File: config.mk
export PLATFORM = sky130hd
export DESIGN_NAME = load_based_core_hotplug_governor
export DESIGN_NICKNAME = d
export VERILOG_FILES = /design/src/rtl/lbhg_pkg.sv /design/src/rtl/lbhg_lane.sv /design/src/rtl/lbhg_merge.sv /design/src/rtl/load_based_core_hotplug_governor.sv
export SDC_FILE = /design/constraint.sdc
export NUM_CORES = 2
export LEC_CHECK = 0
export BUFFER_PORTS_ARGS = -buffer_cell sky130_fd_sc_hd__buf_2
export CAP_MARGIN = 5
export CELL_PAD_IN_SITES_DETAIL_PLACEMENT = 0
export CELL_PAD_IN_SITES_GLOBAL_PLACEMENT = 1
export CORE_ASPECT_RATIO = 1.1
export CORE_MARGIN = 2
export CORE_UTILIZATION = 53
export DETAILED_ROUTE_END_ITERATION = 6
export PLACE_DENSITY_LB_ADDON = 0.1
export SLEW_MARGIN = 10
export SYNTH_ARGS = -nofsm -noshare
export SYNTH_HDL_FRONTEND = slang
export SYNTH_HIERARCHICAL = 1
export SYNTH_SLANG_ARGS = --single-unit
File: constraint.sdc
create_clock -name aclk -period 27.9 [get_ports aclk]
set_clock_uncertainty 0.05 [all_clocks]
set_input_delay 4.185 -clock aclk [delete_from_list [all_inputs] [get_ports aclk]]
set_output_delay 4.185 -clock aclk [all_outputs]
set_load 0.02 [all_outputs]
File: src/rtl/lbhg_pkg.sv
// Shared types, constants and register codes of the load-based core hotplug governor.
package lbhg_pkg;

    // Counter arithmetic width (all 64 bits of each counter are used)
    localparam int COUNTER_WIDTH = 64;
    localparam int CNT_W         = COUNTER_WIDTH;

    // Load scaling: loads are percent, 7 bits
    localparam int              LOAD_W      = 7;
    localparam logic [LOAD_W-1:0] LOAD_SCALE = 7'd100;
    localparam int              SCALE_BITS  = 7;
    localparam int              DIV_STEPS   = 2 * SCALE_BITS;
    localparam int              STEP_W      = $clog2(DIV_STEPS);

    localparam logic [21:0] FREQ_FLOOR_KHZ = 22'd200000;

    // Interval multipliers in half-second units
    localparam logic [2:0] MULT_FAST = 3'd1;
    localparam logic [2:0] MULT_SLOW = 3'd4;

    // Action codes
    localparam logic [1:0] ACT_NONE = 2'd0;
    localparam logic [1:0] ACT_UP   = 2'd1;
    localparam logic [1:0] ACT_DOWN = 2'd2;

    // Hotplug modes
    localparam logic [1:0] MODE_AUTO    = 2'd0;
    localparam logic [1:0] MODE_MAN_ON  = 2'd1;
    localparam logic [1:0] MODE_MAN_OFF = 2'd2;

    // Configuration register indexes
    localparam int CFG_IDX_W = 3;
    localparam int CFG_DAT_W = 7;
    localparam logic [CFG_IDX_W-1:0] REG_LOAD_LOW      = 3'd0;
    localparam logic [CFG_IDX_W-1:0] REG_LOAD_HIGH     = 3'd1;
    localparam logic [CFG_IDX_W-1:0] REG_LOAD_LOW_OFF  = 3'd2;
    localparam logic [CFG_IDX_W-1:0] REG_LOAD_HIGH_OFF = 3'd3;
    localparam logic [CFG_IDX_W-1:0] REG_DISPLAY_OFF   = 3'd4;
    localparam logic [CFG_IDX_W-1:0] REG_FREEZE        = 3'd5;
    localparam logic [CFG_IDX_W-1:0] REG_HOTPLUG_MODE  = 3'd6;
    localparam logic [CFG_IDX_W-1:0] REG_GOV_ENABLED   = 3'd7;

    typedef struct packed {
        logic [63:0] idle_count_core0;
        logic [63:0] wall_count_core0;
        logic [63:0] idle_count_core1;
        logic [63:0] wall_count_core1;
        logic        core1_online;
        logic [21:0] freq_khz;
    } in_item_t;

    typedef struct packed {
        logic [1:0]        action;
        logic              reschedule;
        logic [2:0]        next_interval;
        logic [LOAD_W-1:0] average_load;
        logic [LOAD_W-1:0] load_core0;
        logic [LOAD_W-1:0] load_core1;
        logic              sample_valid;
    } out_item_t;

    typedef struct packed {
        logic [LOAD_W-1:0] load_low;
        logic [LOAD_W-1:0] load_high;
        logic [LOAD_W-1:0] load_low_display_off;
        logic [LOAD_W-1:0] load_high_display_off;
        logic              display_off;
        logic              decision_freeze;
        logic [1:0]        hotplug_mode;
        logic              governor_enabled;
    } cfg_t;

    // Status of one load lane toward the merge stage
    typedef struct packed {
        logic              busy;
        logic              fail;
        logic [LOAD_W-1:0] load;
    } lane_stat_t;

    typedef enum logic [1:0] {
        LN_IDLE,
        LN_CLASSIFY,
        LN_DIVIDE
    } lane_state_t;

    typedef enum logic [1:0] {
        TS_IDLE,
        TS_BUSY,
        TS_MERGE
    } top_state_t;

endpackage

File: src/rtl/lbhg_lane.sv
// One load lane: counter deltas and bit-serial percent ratio for a single core.
module lbhg_lane (
    input  logic                        aclk,
    input  logic                        aresetn,
    input  logic                        start,
    input  logic                        commit,
    input  logic [lbhg_pkg::CNT_W-1:0]  idle_count,
    input  logic [lbhg_pkg::CNT_W-1:0]  wall_count,
    output lbhg_pkg::lane_stat_t        stat
);

    lbhg_pkg::lane_state_t state_reg, state_next;

    logic [lbhg_pkg::CNT_W-1:0]  prev_idle_reg, prev_idle_next;
    logic [lbhg_pkg::CNT_W-1:0]  prev_wall_reg, prev_wall_next;
    logic [lbhg_pkg::CNT_W-1:0]  cur_idle_reg, cur_idle_next;
    logic [lbhg_pkg::CNT_W-1:0]  cur_wall_reg, cur_wall_next;
    logic [lbhg_pkg::CNT_W-1:0]  di_reg, di_next;
    logic [lbhg_pkg::CNT_W-1:0]  dw_reg, dw_next;
    logic [lbhg_pkg::CNT_W-1:0]  d_reg, d_next;
    logic [lbhg_pkg::CNT_W-1:0]  r_reg, r_next;
    logic [lbhg_pkg::LOAD_W-1:0] q_reg, q_next;
    logic [lbhg_pkg::STEP_W-1:0] step_reg, step_next;
    logic                        fail_reg, fail_next;
    logic [lbhg_pkg::LOAD_W-1:0] load_reg, load_next;

    logic                        trivial;
    logic                        last_step;
    logic [2:0]                  bit_idx;
    logic [lbhg_pkg::CNT_W:0]    two_r;
    logic                        ge_w;
    logic                        ge_di;

    // Early exits: wall below idle, zero wall, fully idle, never idle
    assign trivial   = (dw_reg < di_reg) || (dw_reg == '0) || (dw_reg == di_reg)
                     || (di_reg == '0);
    assign last_step = (step_reg == lbhg_pkg::STEP_W'(lbhg_pkg::DIV_STEPS - 1));
    assign bit_idx   = 3'(lbhg_pkg::SCALE_BITS - 1) - 3'(step_reg[lbhg_pkg::STEP_W-1:1]);
    assign two_r     = {r_reg, 1'b0};
    assign ge_w      = (two_r >= {1'b0, dw_reg});
    assign ge_di     = (r_reg >= di_reg);

    // Next state
    always_comb begin
        state_next = state_reg;
        case (state_reg)
            lbhg_pkg::LN_IDLE: begin
                if (start) begin
                    state_next = lbhg_pkg::LN_CLASSIFY;
                end
            end
            lbhg_pkg::LN_CLASSIFY: begin
                state_next = trivial ? lbhg_pkg::LN_IDLE : lbhg_pkg::LN_DIVIDE;
            end
            lbhg_pkg::LN_DIVIDE: begin
                if (last_step) begin
                    state_next = lbhg_pkg::LN_IDLE;
                end
            end
            default: state_next = lbhg_pkg::LN_IDLE;
        endcase
    end

    // Datapath: deltas, classification, one half-step of the ratio per cycle
    always_comb begin
        prev_idle_next = prev_idle_reg;
        prev_wall_next = prev_wall_reg;
        cur_idle_next  = cur_idle_reg;
        cur_wall_next  = cur_wall_reg;
        di_next        = di_reg;
        dw_next        = dw_reg;
        d_next         = d_reg;
        r_next         = r_reg;
        q_next         = q_reg;
        step_next      = step_reg;
        fail_next      = fail_reg;
        load_next      = load_reg;

        case (state_reg)
            lbhg_pkg::LN_IDLE: begin
                if (start) begin
                    cur_idle_next = idle_count;
                    cur_wall_next = wall_count;
                    di_next       = idle_count - prev_idle_reg;
                    dw_next       = wall_count - prev_wall_reg;
                end
            end
            lbhg_pkg::LN_CLASSIFY: begin
                fail_next = (dw_reg < di_reg);
                if ((dw_reg < di_reg) || (dw_reg == '0) || (dw_reg == di_reg)) begin
                    load_next = '0;
                end else if (di_reg == '0) begin
                    load_next = lbhg_pkg::LOAD_SCALE;
                end else begin
                    load_next = '0;
                end
                d_next    = dw_reg - di_reg;
                r_next    = '0;
                q_next    = '0;
                step_next = '0;
            end
            lbhg_pkg::LN_DIVIDE: begin
                if (!step_reg[0]) begin
                    // double the remainder, one quotient bit against the wall delta
                    r_next = ge_w ? lbhg_pkg::CNT_W'(two_r - {1'b0, dw_reg})
                                  : lbhg_pkg::CNT_W'(two_r);
                    q_next = {q_reg[lbhg_pkg::LOAD_W-2:0], ge_w};
                end else if (lbhg_pkg::LOAD_SCALE[bit_idx]) begin
                    // add the busy delta; overflow past the wall delta carries into q
                    r_next = ge_di ? (r_reg - di_reg) : (r_reg + d_reg);
                    q_next = q_reg + lbhg_pkg::LOAD_W'(ge_di);
                end
                step_next = step_reg + 1'b1;
                if (last_step) begin
                    load_next = q_next;
                end
            end
            default: ;
        endcase

        // store the sampled counters once the governor accepts the sample
        if (commit) begin
            prev_idle_next = cur_idle_reg;
            prev_wall_next = cur_wall_reg;
        end
    end

    always_ff @(posedge aclk) begin
        if (!aresetn) begin
            state_reg     <= lbhg_pkg::LN_IDLE;
            prev_idle_reg <= '0;
            prev_wall_reg <= '0;
        end else begin
            state_reg     <= state_next;
            prev_idle_reg <= prev_idle_next;
            prev_wall_reg <= prev_wall_next;
        end
        cur_idle_reg <= cur_idle_next;
        cur_wall_reg <= cur_wall_next;
        di_reg       <= di_next;
        dw_reg       <= dw_next;
        d_reg        <= d_next;
        r_reg        <= r_next;
        q_reg        <= q_next;
        step_reg     <= step_next;
        fail_reg     <= fail_next;
        load_reg     <= load_next;
    end

    assign stat.busy = (state_reg != lbhg_pkg::LN_IDLE);
    assign stat.fail = fail_reg;
    assign stat.load = load_reg;

endmodule

File: src/rtl/lbhg_merge.sv
// Merge stage: combines the lane loads, applies modes and hysteresis, picks the interval.
module lbhg_merge (
    input  lbhg_pkg::cfg_t        cfg,
    input  logic                  online,
    input  logic [21:0]           freq_khz,
    input  logic [2:0]            mult,
    input  lbhg_pkg::lane_stat_t  lane0,
    input  lbhg_pkg::lane_stat_t  lane1,
    output lbhg_pkg::out_item_t   result,
    output logic [2:0]            mult_next
);

    logic [lbhg_pkg::LOAD_W:0]   load_sum;
    logic [lbhg_pkg::LOAD_W-1:0] avg;
    logic [lbhg_pkg::LOAD_W-1:0] thr_lo;
    logic [lbhg_pkg::LOAD_W-1:0] thr_hi;
    logic                        freq_low;

    assign load_sum = {1'b0, lane0.load} + {1'b0, lane1.load};
    assign avg      = online ? load_sum[lbhg_pkg::LOAD_W:1] : lane0.load;
    assign thr_lo   = cfg.display_off ? cfg.load_low_display_off : cfg.load_low;
    assign thr_hi   = cfg.display_off ? cfg.load_high_display_off : cfg.load_high;
    assign freq_low = (freq_khz <= lbhg_pkg::FREQ_FLOOR_KHZ);

    always_comb begin
        result    = '0;
        mult_next = mult;
        if (!cfg.governor_enabled) begin
            // stopped: no action, no loads, no reschedule
        end else if (cfg.hotplug_mode != lbhg_pkg::MODE_AUTO) begin
            if ((cfg.hotplug_mode == lbhg_pkg::MODE_MAN_OFF) && online) begin
                result.action = lbhg_pkg::ACT_DOWN;
            end
        end else if (cfg.decision_freeze) begin
            result.reschedule = 1'b1;
        end else begin
            result.reschedule = 1'b1;
            // a failing core zero drops the whole sample
            if (!lane0.fail) begin
                result.load_core0 = lane0.load;
                if (!(online && lane1.fail)) begin
                    result.load_core1   = online ? lane1.load : '0;
                    result.average_load = avg;
                    result.sample_valid = 1'b1;
                    if (online && ((avg < thr_lo) || freq_low)) begin
                        result.action = lbhg_pkg::ACT_DOWN;
                        mult_next     = lbhg_pkg::MULT_FAST;
                    end else if (!online && (avg > thr_hi) && !freq_low) begin
                        result.action = lbhg_pkg::ACT_UP;
                        mult_next     = lbhg_pkg::MULT_SLOW;
                    end
                end
            end
        end
        result.next_interval = mult_next;
    end

endmodule

File: src/rtl/load_based_core_hotplug_governor.sv
// Top level of the load-based core hotplug governor: config, control and result register.
//
// Usage:
//   s_valid/s_ready/s_data carry one tick: cumulative idle and wall counters of both
//   cores, the online flag of core one and the current frequency. m_valid/m_ready/m_data
//   return one decision per tick: action, reschedule flag, next interval and loads.
//   cfg_valid/cfg_ready/cfg_index/cfg_data write the eight control registers; cfg_ready
//   is high out of reset and writes belong only in gaps with no tick in flight.
// Operation:
//   In automatic mode two lanes, one per core, compute the loads side by side. Each lane
//   takes the deltas when the tick is accepted, then classifies them and runs the
//   bit-serial percent ratio in two half-steps per bit of 100; ticks that skip the lanes
//   (locked, manual, disabled) go straight to the merge stage and ticks with trivial loads
//   leave the lanes after classification. One tick is in flight at a time: the next is
//   accepted only once the result of the last has been loaded into the output register.
// Reset:
//   aresetn (synchronous, active low) clears the stored counters, sets the interval
//   multiplier to 1 and loads the register defaults (20/60/35/90, automatic, enabled).
// Stall:
//   A finished result waits in the output register; the next tick is accepted
//   meanwhile and its result is held in the merge stage until the register frees up.
module load_based_core_hotplug_governor (
    input  logic                                aclk,
    input  logic                                aresetn,
    input  logic                                s_valid,
    output logic                                s_ready,
    input  lbhg_pkg::in_item_t                  s_data,
    output logic                                m_valid,
    input  logic                                m_ready,
    output lbhg_pkg::out_item_t                 m_data,
    input  logic                                cfg_valid,
    output logic                                cfg_ready,
    input  logic [lbhg_pkg::CFG_IDX_W-1:0]      cfg_index,
    input  logic [lbhg_pkg::CFG_DAT_W-1:0]      cfg_data
);

    lbhg_pkg::top_state_t state_reg, state_next;

    lbhg_pkg::cfg_t       cfg_reg, cfg_next;
    logic [2:0]           mult_reg, mult_next;
    logic                 online_reg;
    logic [21:0]          freq_reg;
    logic                 run_reg, run_next;
    logic                 run1_reg, run1_next;
    lbhg_pkg::out_item_t  out_reg;
    logic                 m_valid_reg, m_valid_next;

    logic                 s_accept;
    logic                 cfg_accept;
    logic                 use_lanes;
    logic                 start0;
    logic                 start1;
    logic                 lanes_idle;
    logic                 commit0;
    logic                 commit1;
    logic                 out_free;
    logic                 load_out;
    lbhg_pkg::lane_stat_t lane0_stat;
    lbhg_pkg::lane_stat_t lane1_stat;
    lbhg_pkg::out_item_t  merge_result;
    logic [2:0]           merge_mult;

    // Hold both input channels off while in reset
    assign s_ready    = aresetn && (state_reg == lbhg_pkg::TS_IDLE);
    assign s_accept   = s_valid && s_ready;
    assign cfg_ready  = aresetn;
    assign cfg_accept = cfg_valid && cfg_ready;
    assign use_lanes  = cfg_reg.governor_enabled && (cfg_reg.hotplug_mode == lbhg_pkg::MODE_AUTO)
                      && !cfg_reg.decision_freeze;
    assign start0     = s_accept && use_lanes;
    assign start1     = start0 && s_data.core1_online;
    assign lanes_idle = !lane0_stat.busy && !lane1_stat.busy;
    assign out_free   = !m_valid_reg || m_ready;

    // Lanes, one per core
    lbhg_lane u_lane0 (
        .aclk       (aclk),
        .aresetn    (aresetn),
        .start      (start0),
        .commit     (commit0),
        .idle_count (s_data.idle_count_core0[lbhg_pkg::CNT_W-1:0]),
        .wall_count (s_data.wall_count_core0[lbhg_pkg::CNT_W-1:0]),
        .stat       (lane0_stat)
    );

    lbhg_lane u_lane1 (
        .aclk       (aclk),
        .aresetn    (aresetn),
        .start      (start1),
        .commit     (commit1),
        .idle_count (s_data.idle_count_core1[lbhg_pkg::CNT_W-1:0]),
        .wall_count (s_data.wall_count_core1[lbhg_pkg::CNT_W-1:0]),
        .stat       (lane1_stat)
    );

    lbhg_merge u_merge (
        .cfg       (cfg_reg),
        .online    (online_reg),
        .freq_khz  (freq_reg),
        .mult      (mult_reg),
        .lane0     (lane0_stat),
        .lane1     (lane1_stat),
        .result    (merge_result),
        .mult_next (merge_mult)
    );

    // Next state
    always_comb begin
        state_next = state_reg;
        case (state_reg)
            lbhg_pkg::TS_IDLE: begin
                if (s_accept) begin
                    state_next = use_lanes ? lbhg_pkg::TS_BUSY : lbhg_pkg::TS_MERGE;
                end
            end
            lbhg_pkg::TS_BUSY: begin
                if (lanes_idle) begin
                    state_next = lbhg_pkg::TS_MERGE;
                end
            end
            lbhg_pkg::TS_MERGE: begin
                if (out_free) begin
                    state_next = lbhg_pkg::TS_IDLE;
                end
            end
            default: state_next = lbhg_pkg::TS_IDLE;
        endcase
    end

    // Control outputs: commit counters of handled cores, load the result register
    always_comb begin
        commit0  = 1'b0;
        commit1  = 1'b0;
        load_out = 1'b0;
        case (state_reg)
            lbhg_pkg::TS_BUSY: begin
                commit0 = lanes_idle && run_reg;
                commit1 = lanes_idle && run1_reg && !lane0_stat.fail;
            end
            lbhg_pkg::TS_MERGE: begin
                load_out = out_free;
            end
            default: ;
        endcase
    end

    // Tick bookkeeping and result handshake
    always_comb begin
        run_next     = run_reg;
        run1_next    = run1_reg;
        m_valid_next = m_valid_reg;
        if (s_accept) begin
            run_next  = start0;
            run1_next = start1;
        end
        if (load_out) begin
            m_valid_next = 1'b1;
        end else if (m_ready) begin
            m_valid_next = 1'b0;
        end
    end

    // Configuration writes and interval multiplier
    always_comb begin
        cfg_next  = cfg_reg;
        mult_next = mult_reg;
        if (load_out) begin
            mult_next = merge_mult;
        end
        if (cfg_accept) begin
            case (cfg_index)
                lbhg_pkg::REG_LOAD_LOW:      cfg_next.load_low              = cfg_data;
                lbhg_pkg::REG_LOAD_HIGH:     cfg_next.load_high             = cfg_data;
                lbhg_pkg::REG_LOAD_LOW_OFF:  cfg_next.load_low_display_off  = cfg_data;
                lbhg_pkg::REG_LOAD_HIGH_OFF: cfg_next.load_high_display_off = cfg_data;
                lbhg_pkg::REG_DISPLAY_OFF:   cfg_next.display_off           = cfg_data[0];
                lbhg_pkg::REG_FREEZE:        cfg_next.decision_freeze       = cfg_data[0];
                lbhg_pkg::REG_HOTPLUG_MODE: begin
                    // leaving a manual mode restarts at the fast interval
                    if ((cfg_data[1:0] == lbhg_pkg::MODE_AUTO)
                        && (cfg_reg.hotplug_mode != lbhg_pkg::MODE_AUTO)) begin
                        mult_next = lbhg_pkg::MULT_FAST;
                    end
                    cfg_next.hotplug_mode = cfg_data[1:0];
                end
                lbhg_pkg::REG_GOV_ENABLED:   cfg_next.governor_enabled      = cfg_data[0];
                default: ;
            endcase
        end
    end

    always_ff @(posedge aclk) begin
        if (!aresetn) begin
            state_reg                     <= lbhg_pkg::TS_IDLE;
            cfg_reg.load_low              <= 7'd20;
            cfg_reg.load_high             <= 7'd60;
            cfg_reg.load_low_display_off  <= 7'd35;
            cfg_reg.load_high_display_off <= 7'd90;
            cfg_reg.display_off           <= 1'b0;
            cfg_reg.decision_freeze       <= 1'b0;
            cfg_reg.hotplug_mode          <= lbhg_pkg::MODE_AUTO;
            cfg_reg.governor_enabled      <= 1'b1;
            mult_reg                      <= lbhg_pkg::MULT_FAST;
            run_reg                       <= 1'b0;
            run1_reg                      <= 1'b0;
            m_valid_reg                   <= 1'b0;
        end else begin
            state_reg   <= state_next;
            cfg_reg     <= cfg_next;
            mult_reg    <= mult_next;
            run_reg     <= run_next;
            run1_reg    <= run1_next;
            m_valid_reg <= m_valid_next;
        end
        if (s_accept) begin
            online_reg <= s_data.core1_online;
            freq_reg   <= s_data.freq_khz;
        end
        if (load_out) begin
            out_reg <= merge_result;
        end
    end

    assign m_valid = m_valid_reg;
    assign m_data  = out_reg;

    // The multiplier only ever holds the fast or the slow interval
    a_mult_legal: assert property (@(posedge aclk) disable iff (!aresetn)
        (mult_reg == lbhg_pkg::MULT_FAST) || (mult_reg == lbhg_pkg::MULT_SLOW))
        else $error("interval multiplier out of range");

    // No tick is accepted while a lane still works on the previous one
    a_lanes_free: assert property (@(posedge aclk) disable iff (!aresetn)
        s_ready |-> lanes_idle)
        else $error("tick accepted with a busy lane");

    // A valid sample always reschedules and never reports a load above 100
    a_sample_sane: assert property (@(posedge aclk) disable iff (!aresetn)
        (m_valid && m_data.sample_valid) |->
            (m_data.reschedule && (m_data.average_load <= lbhg_pkg::LOAD_SCALE)))
        else $error("inconsistent valid sample");

    // Counters of core one are never stored when core zero failed
    a_commit_order: assert property (@(posedge aclk) disable iff (!aresetn)
        commit1 |-> (commit0 && !lane0_stat.fail))
        else $error("core one counters stored without core zero");

endmodule

==> impl_metrics.toml <==
[global_route]
grt_util_met3_pct = 5.68
grt-ovfl-total = 0
grtUsageTotal_pct = 33.7
grt_pass1_wl_mm = 443
grt_pass1_vias = 73900
grt.met2_usage_pct = 53.8
top_usage_layer = "met2"
grt_use_met1_pct = 45.2
grt_antenna_before_repair = 13
grt_max_degree = 135

[min_path]
hp-class = "register to register"

[detailed_routing]
drc = 1
wl_per_cell_um = 24.0
drt_iter0_drc = 6875
drt-total-wl_mm = 297
dr.pass1.iters = 7
vias_per_cell = 6.23
antenna_left = 0
via_count = 76900

[clock_network]
clkSinkCount = 1158
htree_levels = 4
clock-root-buffer = "clkbuf_16"
cts_resized = 0
cts_buffers = 137
clk_latency_ns = 0.81
post-cts-setup-buffers = 0
cts_tree = "done"
cts.path.max_buffers = 3
cts_hold_buf = 0
path_clk_slew_ns = 0.06

[floorplanning]
die-area_um2 = 171000
start_util_pct = 53.4
io_pins = 325
die_y_um = 433
die-width_um = 394
core-area_um2 = 166000
rows = 157

[yosys]
yosys_most_used_dff = "edfxtp_1"
ys_ff_latch = 1158
synth_top_area_share_pct = 29.0
synth.distinct_cells = 111
synth_async_sr_flop_share_pct = 0
ys_seq_area_share_pct = 35.8
synth_nets = 11000
synthCells = 9921
synth_top_area_cell = "edfxtp_1"
syn-cell-area_um2 = 88800
synthTopCellsByArea = "edfxtp_1 (29%), ha_1 (11%), dfxtp_1 (6.8%), a21oi_1 (5.4%), xnor2_1 (4.2%)"
synth_edf_count = 857
synth-warning-count = 6
syn_avg_cell_area_um2 = 8.95

[placed_design]
placed_cell_area_um2 = 91900
placed_cells = 12100
hpwl_mm = 239
io_buffer_count = 324
gp_congestion = 1.00

[sta]
post-route-min-period_ns = 9.04
tns_ns = 0
slew_violations = 0
finalSetupViolations = 0
hold_slack_ns = 0.426
grt_setup_unrepaired = "no"
max_slew_margin_pct = 10.5
hold_viol = 0
fin_crit_sh_pct = 32.4
fmax_mhz = 111
worst_pin_slew_ns = 1.33

[finish]
postLayoutCellArea_um2 = 96500
syn_to_final_growth_pct = 8.68
multi_input_area_um2 = 52600
fin_cells = 12300
fin_nets = 11100
fillerInstances = 15200
seqCellArea_um2 = 31800
drive_gt1_share_pct = 7.14

[critical_path]
critical_path.slowest_cell = "buf_6"
required_ns = 23.66
critPathKind = "input pin to output pin"
cp_slowest_stage_delay_ns = 0.21
cp_cell_sequence = "buf_6, nand2b_1, nor2_1, buf_2"
endpoint_kind = "output pin"
cp-start-kind = "input pin"
arrival_ns = 4.81
path_max_fanout = 27

[power]
power_density_nw_per_um2 = 53.0
ir_worst_vdd_mv = 0.0533
p_leak_nw = 37.8

[status]
status = "complete, but fails checks"
violations = "design-rule violations"

[run]
maxCapViolCount = 0
==> worst max-delay path: cells and delay by family <==
family                 cells  cell delay, ns
AND/OR/NAND/NOR            2            0.23
buffers and inverters      2            0.38
==> cell usage after synthesis, drive strengths merged (24+ instances only) <==
library cell / instances
a21oi: 966
edfxtp: 857
ha: 795
inv: 734
nor2: 688
nand2: 677
o21ai: 603
a21o: 471
xnor2: 427
clkbuf: 346
mux2i: 311
dfxtp: 301
xor2: 292
nor2b: 243
nand3: 213
nand4: 213
nor3: 123
o21bai: 114
a211oi: 109
nand2b: 102
a31oi: 100
nor4: 99
o211ai: 98
o21a: 93
buf: 89
and2: 76
and3: 76
o31ai: 60
a21boi: 55
o22ai: 45
or3: 45
a221oi: 28
a31o: 28
or2: 28
a211o: 26
o31a: 26
a221o: 25
o221ai: 24
==> report_power, final <==
group	internal (W)	total (W)	switching, W	leakage, nW
combinational	0.000474	0.00127	0.000794	25.3
sequential	0.00196	0.00203	0.0000739	10.3
clock	0.00105	0.00182	0.000766	2.19
==> layout make-up <==
class | count | area share, %
antenna | 8 | 0.0207
clock buffer | 174 | 3.88
clock inverter | 73 | 0.805
inverter | 736 | 2.87
multi-input combinational | 7592 | 54.5
sequential | 1158 | 32.9
tap | 2226 | 2.89
timing repair buffer | 377 | 2.15
==> metrics by stage <==
step	setup slack [ns]	utilization, %	power, W
2_1_floorplan	16.06	-	0.00293
3_3_place_gp	18.72	55.3	0.00329
3_5_place_dp	18.71	55.3	0.00330
4_1_cts	18.83	58.0	0.00512
5_1_grt	18.78	58.0	0.00533
6_report	18.86	58.0	0.00511
==> logic make-up (layout without fill, tap and decap cells) <==
family | after synthesis | count (layout) | share of synthesized area, %
mux | 318 | 318 | 3.60
other cells | 0 | 8 | 0
simple gates | 2680 | 2680 | 14.9
xor+xnor | 719 | 719 | 7.09
buf+inv | 1171 | 1360 | 5.14
fa+ha+maj | 808 | 808 | 11.5
flops | 1158 | 1158 | 35.8
compound gates | 3067 | 3067 | 22.0
==> path summary, 6_finish.rpt <==
| path | depth (start not counted) | from | slack [ns] | to |
|---|---|---|---|---|
| min reg2reg | 2 | u_lane0/cur_wall_reg[30] | 0.43 | u_lane0/prev_wall_reg[30] |
| max reg2reg | 19 | u_lane0/di_reg[2] | 21.70 | u_lane0/load_reg[6] |
| min | 2 | u_lane0/cur_wall_reg[30] | 0.43 | u_lane0/prev_wall_reg[30] |
| max | 4 | aresetn | 18.86 | s_ready |
==> routing by layer <==
metal | share of wire [%] | wire, um | up-vias
met4 | 4.4 | 13100 | 2
li1 | - | - | 36600
met3 | 7.6 | 22500 | 569
met1 | 43 | 129000 | 36900
met2 | 45 | 132000 | 2886
met5 | 0.0024 | 7 | -
==> layout by cell type (no fill, tap or decap), types with 27 or more instances in the layout <==
cell type | synthesis | final
o211ai_1 | 98 | 98
buf_4 | 16 | 49
a21oi_1 | 965 | 965
xnor2_1 | 427 | 427
o21ai_0 | 583 | 582
nor2b_1 | 243 | 243
a211oi_1 | 109 | 108
a221oi_1 | 27 | 27
nand2_1 | 677 | 677
edfxtp_1 | 857 | 857
o22ai_1 | 45 | 45
and3_1 | 75 | 75
nand2b_1 | 102 | 102
ha_1 | 795 | 793
or3_1 | 45 | 45
nor4_1 | 99 | 96
o31ai_1 | 56 | 56
clkbuf_16 | 0 | 141
o21a_1 | 93 | 93
and2_1 | 58 | 55
a21o_1 | 471 | 471
o21bai_1 | 114 | 114
xor2_1 | 292 | 292
nand4_1 | 212 | 212
nor3_1 | 123 | 123
nand3_1 | 212 | 212
a31o_2 | 28 | 28
inv_1 | 733 | 732
mux2i_1 | 311 | 311
nor2_1 | 687 | 685
a21boi_0 | 54 | 54
dfxtp_1 | 301 | 301
a31oi_1 | 100 | 100
buf_2 | 40 | 323
No activity file was read; power rests on OpenSTA's default activity.
